[src/design/ppmfd_pkg.sv]
// Package for the PPM frame decoder: shared constants, register indexes
// and the result word layout. No dependencies.

package ppmfd_pkg;

   // Fixed field widths.
   localparam int ChanW        = 7;
   localparam int PackedChans  = 8;
   localparam int PackedW      = ChanW * PackedChans;
   localparam int TimeW        = 32;
   localparam int SlotW        = 5;
   localparam int CountW       = 4;
   localparam int SyncGapW     = 16;
   localparam int MarginW      = 10;
   localparam int CsrDataW     = 64;
   localparam int CsrAddrW     = 5;

   // Default parameter values.
   localparam int MaxChannelsDefault = 8;
   localparam int MinPulseDefault    = 1000;
   localparam int MaxPulseDefault    = 2000;

   // Register reset values.
   localparam logic [CountW-1:0]   ChanCountReset = 4'd8;
   localparam logic [PackedW-1:0]  DefaultsReset  = 56'd28369131510995250;
   localparam logic [SyncGapW-1:0] SyncGapReset   = 16'd5000;
   localparam logic [MarginW-1:0]  MarginReset    = 10'd200;
   localparam logic [ChanW-1:0]    StoreReset     = 7'd50;

   // Edges without sync tolerated before an error is raised.
   localparam logic [SlotW-1:0]    UnsyncLimit    = 5'd10;

   // Configuration register indexes (byte address / 8).
   typedef enum logic [1:0] {
      CsrChanCount = 2'd0,
      CsrDefaults  = 2'd1,
      CsrSyncGap   = 2'd2,
      CsrMargin    = 2'd3
   } csr_index_type;

   typedef struct packed {
      logic               frame_end;
      logic               locked;
      logic               fault;
      logic [PackedW-1:0] channel_values;
   } result_type;

endpackage

[src/design/ppm_frame_decoder_unit.sv]
// Top level of the PPM frame decoder: configuration registers, decode state
// and per-edge update. Depends on ppmfd_pkg, ppmfd_pulse_scale and
// ppmfd_out_buffer.
//
//   Channel   Direction  Contents
//   req_*     in         tdata[31:0] edge_time
//   rsp_*     out        tdata[55:0] channel_values, tuser[0] fault,
//                        tuser[1] locked, tlast frame_end
//   csr_*     in/out     APB-style, 64-bit data, register i at byte 8*i
//
// Each edge word is handled at the edge that accepts it: the decode state
// and the channel store are updated there, and the result enters a
// two-entry output buffer at that same edge. A new word can be accepted
// every cycle while the buffer has room. With an empty buffer the result is
// on rsp_* in the cycle right after its word was accepted; it waits longer
// only behind earlier results that have not been taken. Reset is synchronous
// and active high; it restores the register reset values, clears the state
// and loads 50 into every channel.
// req_tready drops only when both buffer entries hold results not yet taken.

module ppm_frame_decoder_unit
   import ppmfd_pkg::*;
#(
   parameter int MAX_CHANNELS = MaxChannelsDefault,
   parameter int MIN_PULSE    = MinPulseDefault,
   parameter int MAX_PULSE    = MaxPulseDefault
) (
   input  logic                clock,
   input  logic                reset,
   // Input edges.
   input  logic                req_tvalid,
   output logic                req_tready,
   input  logic [TimeW-1:0]    req_tdata,   // [31:0] edge_time
   // Results.
   output logic                rsp_tvalid,
   input  logic                rsp_tready,
   output logic [PackedW-1:0]  rsp_tdata,   // [55:0] channel_values
   output logic [1:0]          rsp_tuser,   // [0] fault, [1] locked
   output logic                rsp_tlast,   // frame_end
   // Configuration port.
   input  logic                csr_psel,
   input  logic                csr_penable,
   input  logic                csr_pwrite,
   input  logic [CsrAddrW-1:0] csr_paddr,
   input  logic [CsrDataW-1:0] csr_pwdata,
   output logic [CsrDataW-1:0] csr_prdata,
   output logic                csr_pready
);

   // Only the first eight channels are visible on the result; stored
   // values beyond that never reach an output, so they are not kept.
   localparam int StoreDepth = (MAX_CHANNELS < PackedChans) ? MAX_CHANNELS : PackedChans;
   localparam int IdxW       = (StoreDepth > 1) ? $clog2(StoreDepth) : 1;

   // Configuration registers.
   logic [CountW-1:0]   chan_count_ff;
   logic [PackedW-1:0]  defaults_ff;
   logic [SyncGapW-1:0] sync_gap_ff;
   logic [MarginW-1:0]  margin_ff;

   // Decode state.
   logic [TimeW-1:0]    prev_time_ff;
   logic [SlotW-1:0]    slot_ff, slot_in;
   logic                in_sync_ff, in_sync_in;
   logic                error_ff, error_in;
   logic [ChanW-1:0]    store_ff [StoreDepth];
   logic [ChanW-1:0]    store_in [StoreDepth];

   csr_index_type       csr_index;
   logic                csr_write;
   logic                accept;
   logic [TimeW-1:0]    interval;
   logic [ChanW-1:0]    scaled;
   logic                sync_hit;
   logic                slot_ok;
   logic                in_pulse;
   logic                in_safe;
   logic                pulse_ok;
   logic                out_band;
   logic                unsync_err;
   logic                reload;
   logic                store_hit;
   logic [SlotW-1:0]    slot_mid;
   logic [SlotW-1:0]    slot_adv;
   logic                sync_mid;
   logic                frame_end;
   logic                can_push;
   result_type          result;
   result_type          rsp_data;

   // ---------------------------------------------------------------
   // Configuration port. Writes land in the access phase; reads are a
   // plain register mux. The low three address bits are ignored.
   // ---------------------------------------------------------------
   assign csr_pready = 1'b1;
   assign csr_index  = csr_index_type'(csr_paddr[CsrAddrW-1:3]);
   assign csr_write  = csr_psel & csr_penable & csr_pwrite & csr_pready;

   always_comb begin
      case (csr_index)
         CsrChanCount: csr_prdata = CsrDataW'(chan_count_ff);
         CsrDefaults:  csr_prdata = CsrDataW'(defaults_ff);
         CsrSyncGap:   csr_prdata = CsrDataW'(sync_gap_ff);
         CsrMargin:    csr_prdata = CsrDataW'(margin_ff);
         default:      csr_prdata = '0;
      endcase
   end

   always_ff @(posedge clock) begin
      if (reset) begin
         chan_count_ff <= ChanCountReset;
         defaults_ff   <= DefaultsReset;
         sync_gap_ff   <= SyncGapReset;
         margin_ff     <= MarginReset;
      end else if (csr_write) begin
         case (csr_index)
            CsrChanCount: chan_count_ff <= csr_pwdata[CountW-1:0];
            CsrDefaults:  defaults_ff   <= csr_pwdata[PackedW-1:0];
            CsrSyncGap:   sync_gap_ff   <= csr_pwdata[SyncGapW-1:0];
            CsrMargin:    margin_ff     <= csr_pwdata[MarginW-1:0];
            default:      ;
         endcase
      end
   end

   // ---------------------------------------------------------------
   // Edge classification. The interval wraps modulo 2^32. A stored time
   // of zero means no edge has been seen yet, so it never counts as a
   // sync gap.
   // ---------------------------------------------------------------
   assign accept   = req_tvalid & req_tready;
   assign interval = req_tdata - prev_time_ff;

   ppmfd_pulse_scale #(
      .MIN_PULSE (MIN_PULSE),
      .MAX_PULSE (MAX_PULSE)
   ) u_scale (
      .interval (interval),
      .value    (scaled)
   );

   always_comb begin
      sync_hit = (prev_time_ff != '0) && (interval > TimeW'(sync_gap_ff));
      slot_ok  = slot_ff <= SlotW'(chan_count_ff);
      in_pulse = (interval > TimeW'(MIN_PULSE)) && (interval < TimeW'(MAX_PULSE));
      // The widened band is checked in 33 bits so that a margin larger than
      // the lower limit simply leaves that side open.
      in_safe  = (({1'b0, interval} + (TimeW + 1)'(margin_ff)) > (TimeW + 1)'(MIN_PULSE))
               && ({1'b0, interval} < ((TimeW + 1)'(MAX_PULSE) + (TimeW + 1)'(margin_ff)));

      pulse_ok   = !sync_hit && in_sync_ff && slot_ok && in_pulse;
      out_band   = !sync_hit && in_sync_ff && slot_ok && !in_pulse && !in_safe;
      unsync_err = !sync_hit && !in_sync_ff && (slot_ff > UnsyncLimit);
      reload     = out_band || unsync_err;
      store_hit  = pulse_ok && (slot_ff < SlotW'(chan_count_ff))
                 && (slot_ff < SlotW'(StoreDepth));
   end

   // ---------------------------------------------------------------
   // Next state. A sync gap parks the slot at all ones so that the common
   // advance brings it to zero. A frame closes once the advanced slot
   // passes the channel count.
   // ---------------------------------------------------------------
   always_comb begin
      slot_mid = slot_ff;
      sync_mid = in_sync_ff;
      error_in = error_ff;
      if (sync_hit) begin
         slot_mid = '1;
         sync_mid = 1'b1;
         error_in = 1'b0;
      end else if (out_band) begin
         slot_mid = '0;
         sync_mid = 1'b0;
         error_in = 1'b1;
      end else if (unsync_err) begin
         slot_mid = '0;
         error_in = 1'b1;
      end

      slot_adv   = slot_mid + SlotW'(1);
      frame_end  = sync_mid && (slot_adv > SlotW'(chan_count_ff));
      slot_in    = frame_end ? '0 : slot_adv;
      in_sync_in = sync_mid && !frame_end;

      for (int i = 0; i < StoreDepth; i++) begin
         store_in[i] = store_ff[i];
         if (reload && (i < int'(chan_count_ff))) begin
            store_in[i] = defaults_ff[ChanW*i +: ChanW];
         end else if (store_hit && (slot_ff[IdxW-1:0] == IdxW'(i))) begin
            store_in[i] = scaled;
         end
      end
   end

   always_ff @(posedge clock) begin
      if (reset) begin
         prev_time_ff <= '0;
         slot_ff      <= '0;
         in_sync_ff   <= 1'b0;
         error_ff     <= 1'b0;
         for (int i = 0; i < StoreDepth; i++) begin
            store_ff[i] <= StoreReset;
         end
      end else if (accept) begin
         prev_time_ff <= req_tdata;
         slot_ff      <= slot_in;
         in_sync_ff   <= in_sync_in;
         error_ff     <= error_in;
         for (int i = 0; i < StoreDepth; i++) begin
            store_ff[i] <= store_in[i];
         end
      end
   end

   // ---------------------------------------------------------------
   // Result word: the store as it stands after this edge, channel zero in
   // the lowest bits; channels the store does not hold read as zero.
   // ---------------------------------------------------------------
   always_comb begin
      result.channel_values = '0;
      for (int i = 0; i < StoreDepth; i++) begin
         result.channel_values[ChanW*i +: ChanW] = store_in[i];
      end
      result.fault     = error_in;
      result.locked    = in_sync_in;
      result.frame_end = frame_end;
   end

   ppmfd_out_buffer u_out (
      .clock     (clock),
      .reset     (reset),
      .push      (accept),
      .push_data (result),
      .can_push  (can_push),
      .out_valid (rsp_tvalid),
      .out_ready (rsp_tready),
      .out_data  (rsp_data)
   );

   assign req_tready = can_push;
   assign rsp_tdata  = rsp_data.channel_values;
   assign rsp_tuser  = {rsp_data.locked, rsp_data.fault};
   assign rsp_tlast  = rsp_data.frame_end;

   // An error always drops sync, and only a sync gap clears the error.
   a_error_unlocked: assert property (@(posedge clock) disable iff (reset)
      error_ff |-> !in_sync_ff)
      else $error("error flag set while in sync");

   // A sync gap locks the decoder and clears the error flag.
   a_sync_locks: assert property (@(posedge clock) disable iff (reset)
      (accept && sync_hit) |=> (in_sync_ff && !error_ff && slot_ff == '0))
      else $error("sync gap did not start a frame");

   // A closing edge leaves the decoder unlocked at slot zero.
   a_frame_close: assert property (@(posedge clock) disable iff (reset)
      (accept && frame_end) |=> (!in_sync_ff && slot_ff == '0))
      else $error("frame close left sync state behind");

   // A result that closes a frame never reports lock.
   a_close_not_locked: assert property (@(posedge clock) disable iff (reset)
      (rsp_tvalid && rsp_tlast) |-> !rsp_tuser[1])
      else $error("frame end reported while locked");

endmodule

[src/design/ppmfd_pulse_scale.sv]
// Scales an in-band pulse interval to a 0..99 channel value.
// Depends on ppmfd_pkg for widths.

module ppmfd_pulse_scale
   import ppmfd_pkg::*;
#(
   parameter int MIN_PULSE = MinPulseDefault,
   parameter int MAX_PULSE = MaxPulseDefault
) (
   input  logic [TimeW-1:0] interval,
   output logic [ChanW-1:0] value
);

   // The interval lies strictly between the limits, so y = d - MIN is below
   // Range and y*100 fits XW bits. The quotient by Range is a multiply by a
   // rounded-up reciprocal with Shift = XW + ceil(log2 Range), exact for all
   // XW-bit dividends.
   localparam int Range = MAX_PULSE - MIN_PULSE;
   localparam int YW    = $clog2(Range);
   localparam int XW    = $clog2(100 * Range);
   localparam int Shift = XW + $clog2(Range);
   localparam int RW    = XW + 1;
   localparam int PW    = XW + RW;
   localparam logic [63:0] Recip =
      ((64'd1 << Shift) + 64'(Range) - 64'd1) / 64'(Range);

   logic [TimeW-1:0] y_full;
   logic [YW-1:0]    y;
   logic [XW-1:0]    x;
   logic [PW-1:0]    product;

   always_comb begin
      y_full  = interval - TimeW'(MIN_PULSE);
      y       = y_full[YW-1:0];
      // y * 100 as y*64 + y*32 + y*4
      x       = (XW'(y) << 6) + (XW'(y) << 5) + (XW'(y) << 2);
      product = PW'(x) * PW'(Recip[RW-1:0]);
      value   = product[Shift +: ChanW];
   end

endmodule

[src/design/ppmfd_out_buffer.sv]
// Two-entry result buffer (output register plus skid register) that lets
// the decoder accept a word while a result waits. Depends on ppmfd_pkg.

module ppmfd_out_buffer
   import ppmfd_pkg::*;
(
   input  logic       clock,
   input  logic       reset,
   input  logic       push,
   input  result_type push_data,
   output logic       can_push,
   output logic       out_valid,
   input  logic       out_ready,
   output result_type out_data
);

   logic       main_valid_ff, main_valid_in;
   logic       skid_valid_ff, skid_valid_in;
   result_type main_data_ff, main_data_in;
   result_type skid_data_ff, skid_data_in;
   logic       pop;

   assign pop       = main_valid_ff & out_ready;
   assign can_push  = ~skid_valid_ff;
   assign out_valid = main_valid_ff;
   assign out_data  = main_data_ff;

   always_comb begin
      main_valid_in = main_valid_ff;
      skid_valid_in = skid_valid_ff;
      main_data_in  = main_data_ff;
      skid_data_in  = skid_data_ff;
      if (pop) begin
         if (skid_valid_ff) begin
            main_data_in  = skid_data_ff;
            skid_valid_in = 1'b0;
         end else begin
            main_valid_in = push;
            main_data_in  = push_data;
         end
      end else if (push) begin
         if (main_valid_ff) begin
            skid_valid_in = 1'b1;
            skid_data_in  = push_data;
         end else begin
            main_valid_in = 1'b1;
            main_data_in  = push_data;
         end
      end
   end

   always_ff @(posedge clock) begin
      if (reset) begin
         main_valid_ff <= 1'b0;
         skid_valid_ff <= 1'b0;
      end else begin
         main_valid_ff <= main_valid_in;
         skid_valid_ff <= skid_valid_in;
      end
      main_data_ff <= main_data_in;
      skid_data_ff <= skid_data_in;
   end

   // The skid entry is only ever filled behind a waiting output entry.
   a_skid_behind_main: assert property (@(posedge clock) disable iff (reset)
      skid_valid_ff |-> main_valid_ff)
      else $error("skid entry valid without output entry");

   // No word is pushed into a full buffer.
   a_no_overflow: assert property (@(posedge clock) disable iff (reset)
      push |-> !skid_valid_ff)
      else $error("push into full result buffer");

   // A full buffer that is drained keeps its second result.
   a_skid_moves_up: assert property (@(posedge clock) disable iff (reset)
      (skid_valid_ff && pop) |=> (main_valid_ff && !skid_valid_ff))
      else $error("skid entry lost on drain");

endmodule
[config.mk]
export PLATFORM = sky130hd
export DESIGN_NAME = ppm_frame_decoder_unit
export DESIGN_NICKNAME = d
export VERILOG_FILES = /design/src/design/ppmfd_pkg.sv /design/src/design/ppm_frame_decoder_unit.sv /design/src/design/ppmfd_pulse_scale.sv /design/src/design/ppmfd_out_buffer.sv
export SDC_FILE = /design/constraint.sdc
export NUM_CORES = 1
export LEC_CHECK = 0
export BUFFER_PORTS_ARGS = -buffer_cell sky130_fd_sc_hd__buf_2
export CORE_ASPECT_RATIO = 1.5
export CORE_MARGIN = 1
export CORE_UTILIZATION = 55
export DETAILED_ROUTE_END_ITERATION = 6
export GPL_ROUTABILITY_DRIVEN = 1
export GPL_TIMING_DRIVEN = 0
export PLACE_DENSITY = 0.78
export SYNTH_ARGS = -nofsm -noshare
export SYNTH_HDL_FRONTEND = slang
export SYNTH_HIERARCHICAL = 1
export SYNTH_SLANG_ARGS = --single-unit
[constraint.sdc]
create_clock -name clock -period 11.6 [get_ports clock]
set_clock_uncertainty 0.15 [all_clocks]
set_input_delay 3.48 -clock clock [delete_from_list [all_inputs] [get_ports clock]]
set_output_delay 3.48 -clock clock [all_outputs]
set_load 0.01 [all_outputs]
Word-level counts from Yosys, hierarchy flattened
Memories as Yosys holds them, arrays and structs flattened.
Cells that the tools add are included.

cells by class
  add/subtract/negate cells = 7
  multipliers = 1
  divide/modulo/power cells = 0
  order comparisons = 18
  equality and inequality tests = 12
  shift-type cells = 0
  multiplexer cells = 46
  bitwise operators = 14
  reductions and logical operators = 49

operator list
  cell                    number
  $pmux 64 s4             1
  $mux 59                 4
  $mux 7                  24
  $add 32x10->33          1
  $gt 33x10->1 const B    1
  $mul 17x17->33 const B  1
  $gt 32x10->1 const B    1
  $gt 32x16->1            1
  $lt 32x11->1 const B    1
  $lt 32x12->1            1
  $reduce_bool 32->1      1
  $sub 32x32->32          1
  $logic_and 1x1->1       30
  $mux 5                  4
  $add 16x15->17          1
  $add 17x12->17          1
  $lt 3x4->1 const A      4
  $reduce_and 2->1        7
  $mux 1                  13
  $add 11x10->12 const A  1
  $eq 3x3->1 const B      4
  $sub 10x10->10 const B  1
  $lt 1x4->1 const A      2
  $lt 2x4->1 const A      2
  21 further kinds        39

word-level totals
  register bits = 245
  latch bits = 0
  memory bits (writable) = 56
  bits in read-only memories = 0
  input port bits = 108
  output and inout port bits = 126
  memories kept = 1

memories
  memory    words  width  read ports  clocked after Yosys merged registers in  wr ports  line                          RTL
  store_ff  8      7      8           0                                        8         ppm_frame_decoder_unit.sv:66  logic [ChanW-1:0] store_ff [StoreDepth];

Longest topological paths before layout
Gate-level depths: netlist of run 1.

  depth after elaboration = 18
  mapped depth = 43

Modules after synthesis
Netlist of run 1, hierarchy kept.

modules (own cells, without submodules)
  module                  times used  cells each  area each (um^2)  seq. area each (um^2)
  ppm_frame_decoder_unit  1           1,701       13,126.3          4,184.0
  ppmfd_out_buffer        1           194         4,384.2           3,583.4
  ppmfd_pulse_scale       1           441         3,988.8           0.0

Worst setup path before layout of run 1
Ideal clock, no wire load.

  kind = input to register
  from = input req_tdata[0]
  to = register u_out.main_data_ff (netlist bit u_out/out_data[17]) (data pin)
  arrival time = 11,822 ps
  required time = 11,190 ps
  path slack = -632 ps
  cell stages on the path = 42
  path buffers = 0
  cell sequence = inv_1 -> ha_1 -> fa_1 -> nand2b_1 -> nand2b_1 -> a21oi_1 -> xor2_1 -> inv_1 -> inv_1 -> ha_1 -> xnor2_1 -> inv_1 -> fa_1 -> fa_1 -> nor2b_1 -> o21ai_0 -> a21oi_2 -> nor2_4 -> (+6 left out) -> inv_1 -> ha_1 -> fa_1 -> inv_1 -> fa_1 -> inv_1 -> ha_1 -> a21oi_1 -> nor2_1 -> o31ai_1 -> nand2_1 -> a2111oi_0 -> nor3_1 -> xor2_1 -> mux2_1 -> a21oi_1 -> nor2_1 -> mux2_2

RTL lines
  what                  line                          RTL
  start, declared       ppm_frame_decoder_unit.sv:33  input logic [TimeW-1:0] req_tdata,
  end signal, assigned  ppmfd_out_buffer.sv:60        main_data_ff <= main_data_in;
  end, declared         ppmfd_out_buffer.sv:19        result_type main_data_ff, main_data_in;

==> metrics.csv, run 1 <==
metric,value,unit
drive_above_1_share,29.23,%
rows,88,
dr.pass1.iters,6,
cts_buffers,30,
outcome,finished with violations,
io_buffers,213,
gp_congestion,0.9907,
placed_area,0.02363,mm2
fin_util,69.94,%
final_cells,3202,
path_clk_slew,70,ps
setup_viol,57,
max_cap_viol_count,1,
slew_violations,1,
critPathKind,in2reg,
violations,"max-capacitance violations, max-slew violations, negative setup slack",
syn2layout_area_growth,25.41,%
syn_avg_cell_area,9.208,um2
worst_slack,-205.8,ps
die-height,244.1,um
start_kind,primary input,
grt.overflow.total,0,
finalCritPeriodShare,101.8,%
die_w,163.4,um
start_util,55.77,%
preCtsSetupSlack,-1858,ps
routed_via_density,6.152,
cp_max_fo,8,
grt_pass1_vias,19149,
initialDrtViolationCount,1497,
rsz0062_at_grt,true,
wirelength,71.69,mm
grt_usage,33.49,%
antenna_found_initial,2,
critPathRequiredTime,11760,ps
dp_hpwl,51.74,mm
max_slew_margin,-0.9798,%
route.detailed.drc,0,
crit_path_max_incr_delay,530,ps
dieArea,0.03989,mm2
tightest_slew,1499,ps
clkSinkCount,301,
cts-root-buf,clkbuf_16,
synth_area,0.02149,mm2
crit_top_cell,inv_2,
worstPathArrival,11960,ps
min_period,11810,ps
grt_max_degree,60,
hold_viol,0,
ios,234,
core,0.03854,mm2
yosysWarnings,6,
nNetsFinal,3048,
cts_tree,yes,
grt_pass1_wl,102.5,mm
postCtsHoldBufs,0,
htree_levels,1,
clockBufferDepth,3,
syn_inst,2334,
dp_cells,3052,
crit_slowest_cell,fa_1,
routedWlPerCell,22.39,um
num_vias,19700,
fmax,0.08470,GHz
hp-class,reg2reg,
worst_setup_path_end_kind,register,
antenna_left,0,
fin_area,0.02695,mm2
clk_latency,590,ps
layout by cell type, fill, tap and decap left out, drive strengths merged, types with 10 or more instances in the layout:
cell	n
buf	363
nand2	337
ha	217
inv	204
a21oi	199
edfxtp	174
dfxtp	127
nor2	118
mux2	118
o21ai	101
clkbuf	89
nand3	85
nor3	67
and2	52
fa	41
xnor2	35
nand4	34
a21o	31
xor2	27
o21a	24
nor4	23
o211ai	21
a211oi	20
nand2b	18
nor2b	15
a31oi	14
a22o	13
clkinv	11
o31ai	10
worst max-delay path: cells and delay by family:
| family | cells | cell delay, ps |
|---|---|---|
| mux | 2 | 600 |
| simple gates | 7 | 820 |
| xor+xnor | 4 | 720 |
| fa+ha+maj | 11 | 3690 |
| buf+inv | 13 | 1150 |
| compound gates | 9 | 1500 |
flip-flops by register name (all words and copies together), names as in the netlist:
register,cells
slot_ff,5
sync_gap_ff,16
prev_time_ff,32
margin_ff,10
u_out/skid_data_ff,59
defaults_ff,56
store_ff,56
u_out/skid_valid_ff,1
u_out/out_data,59
u_out/out_valid,1
in_sync_ff,1
chan_count_ff,4
error_ff,1
metrics by stage:
| stage | hold slack (ps) | TNS [ps] |
|---|---|---|
| detailed placement | 300.0 | -264040 |
| global placement | 292.8 | -306430 |
| CTS | 309.1 | 0 |
| floorplan | 286.3 | 0 |
| finish | 312.2 | -6050 |
| global route | 327.9 | -25880 |
area by class of cell:
cell class	instances	area, um2
inverter	201	757.0
sequential	301	7767
clock buffer	36	793.3
buffer	107	528.0
multi-input combinational	1732	14320
clock inverter	20	277.8
antenna	1	2.502
fill	2804	11580
timing repair buffer	309	1889
tap	495	619.3
metal layers:
metal	up-vias	wire [um]	track usage, %
met3	328	4373	3.748
met2	952	36900	62.01
li1	8958	-	-
met5	-	17	0
met4	2	5988	23.69
met1	9460	24410	34.44
repair_timing:
action / 4_1_cts / 5_1_grt
pin swaps: 39 / 85
setup buffers: 43 / 51
resized for setup: 93 / 219
endpoints found under the setup margin: 168 / 169
final timing paths:
kind / cells past startpoint / endpoint / slack [ps] / startpoint
min: 2 / sync_gap_ff[5] / 310 / sync_gap_ff[5]
min reg2reg: 2 / sync_gap_ff[5] / 310 / sync_gap_ff[5]
max: 46 / u_out/out_data[6] / -210 / req_tdata[0]
max reg2reg: 44 / u_out/out_data[6] / 2390 / prev_time_ff[0]
Power of run 1 is left out: the tool's default activity adds up to more than one toggle a clock period on the data nets, which glitch-free logic cannot reach.
==> run 2, diff against run 1 <==
- SETUP_SLACK_MARGIN: unset -> 0.15
==> metrics.csv, run 2 (synthesis results as in run 1) <==
metric,value,unit
initialDrtViolationCount,1500,
syn2layout_area_growth,26.06,%
io_buffers,213,
clockBufferDepth,3,
ff2ff_path_depth,39,
final_common_cell,nand2_1,
seqCellArea,0.007767,mm2
setup_viol,57,
crit_slowest_cell,fa_1,
hold_path.startpoint,sync_gap_ff[5],
cp_max_fo,8,
start_util,55.77,%
gp_congestion,1.023,
r2r-start,prev_time_ff[1],
final_cell_mix,"312 x nand2_1, 235 x buf_2, 182 x ha_1",
dieArea,0.03989,mm2
critPathKind,in2reg,
hold_depth,2,
critPathLaunch,req_tdata[0],
fmax,0.08496,GHz
dr.pass1.iters,6,
grt_usage,33.20,%
critPathRequiredTime,11760,ps
antenna_left,0,
core,0.03854,mm2
worstPathArrival,11930,ps
dp_hpwl,52.02,mm
worst_slack,-169.8,ps
fill_cells,2762,
htree_levels,1,
route.detailed.drc,0,
grt.overflow.total,0,
antenna_found_initial,3,
hp-class,reg2reg,
drive_above_1_share,30.02,%
crit_top_cell,ha_4,
ios,234,
num_vias,19781,
max_cap_viol_count,0,
multiInputGateArea,0.01454,mm2
fin_util,70.31,%
die_w,163.4,um
max_slew_margin,2.774,%
grt_pass1_wl,102.1,mm
slew_violations,0,
cts_buffers,28,
cts-root-buf,clkbuf_16,
cts_tree,yes,
outcome,finished with violations,
wirelength,72.08,mm
grt_max_degree,60,
routedWlPerCell,22.50,um
grt_pass1_vias,19106,
crit_path_max_incr_delay,560,ps
routed_via_density,6.176,
tightest_slew,1458,ps
finalSetupTns,-4031,ps
rows,88,
clk_latency,570,ps
hold_viol,0,
min_period,11770,ps
violations,negative setup slack,
preCtsSetupSlack,-1778,ps
rsz0062_at_grt,true,
fin_area,0.02709,mm2
finalCritPeriodShare,101.5,%
clkSinkCount,301,
postCtsHoldBufs,0,
nNetsFinal,3050,
path_clk_slew,70,ps
start_kind,primary input,
die-height,244.1,um
placed_area,0.02378,mm2
worst_setup_path_end_kind,register,
## run 2: per-stage QoR
step / cells / hold WS [ps]
CTS: 3144 / 305.1
finish: 3203 / 307.2
floorplan: 2341 / 286.3
global placement: 3049 / 291.8
global route: 3202 / 336.3
detailed placement: 3052 / 296.5
## run 2: worst max-delay path: cells and delay by family
family / cells / cell delay, ps
AND/OR/NAND/NOR: 8 / 1220
XOR/XNOR: 4 / 790
multiplexers: 2 / 600
AO/OA/AOI/OAI: 6 / 740
adder cells (fa/ha/maj): 12 / 4110
buffers and inverters: 10 / 960
## run 2: per-layer routing
layer / wire (um) / GRT usage (%)
met2: 37470 / 61.64
met4: 5646 / 22.57
met5: 14 / 0
met1: 24240 / 34.53
met3: 4712 / 3.477
## run 2: repair_timing
item,in CTS,in global routing
buffers inserted,41,56
pin swaps,56,105
hold endpoints to repair,0,0
resized for setup,128,224
setup endpoints to repair,168,168
## run 2: final cells by class
cell class	count	area share (%)
Clock buffer	33	2.655
Multi-Input combinational cell	1732	53.67
Clock inverter	18	0.7435
Inverter	201	2.840
Tap cell	495	2.286
Sequential cell	301	28.67
Buffer	107	1.949
Antenna cell	3	0.02771
Timing Repair Buffer	313	7.163
## run 2: final timing paths
| kind | end | slack (ps) |
|---|---|---|
| setup / recovery | u_out/out_data[41] | -170 |
| hold / removal | sync_gap_ff[5] | 310 |
| setup reg to reg | u_out/out_data[41] | 2420 |
| hold reg to reg | sync_gap_ff[5] | 310 |
Power of run 2 is left out for the same reason.
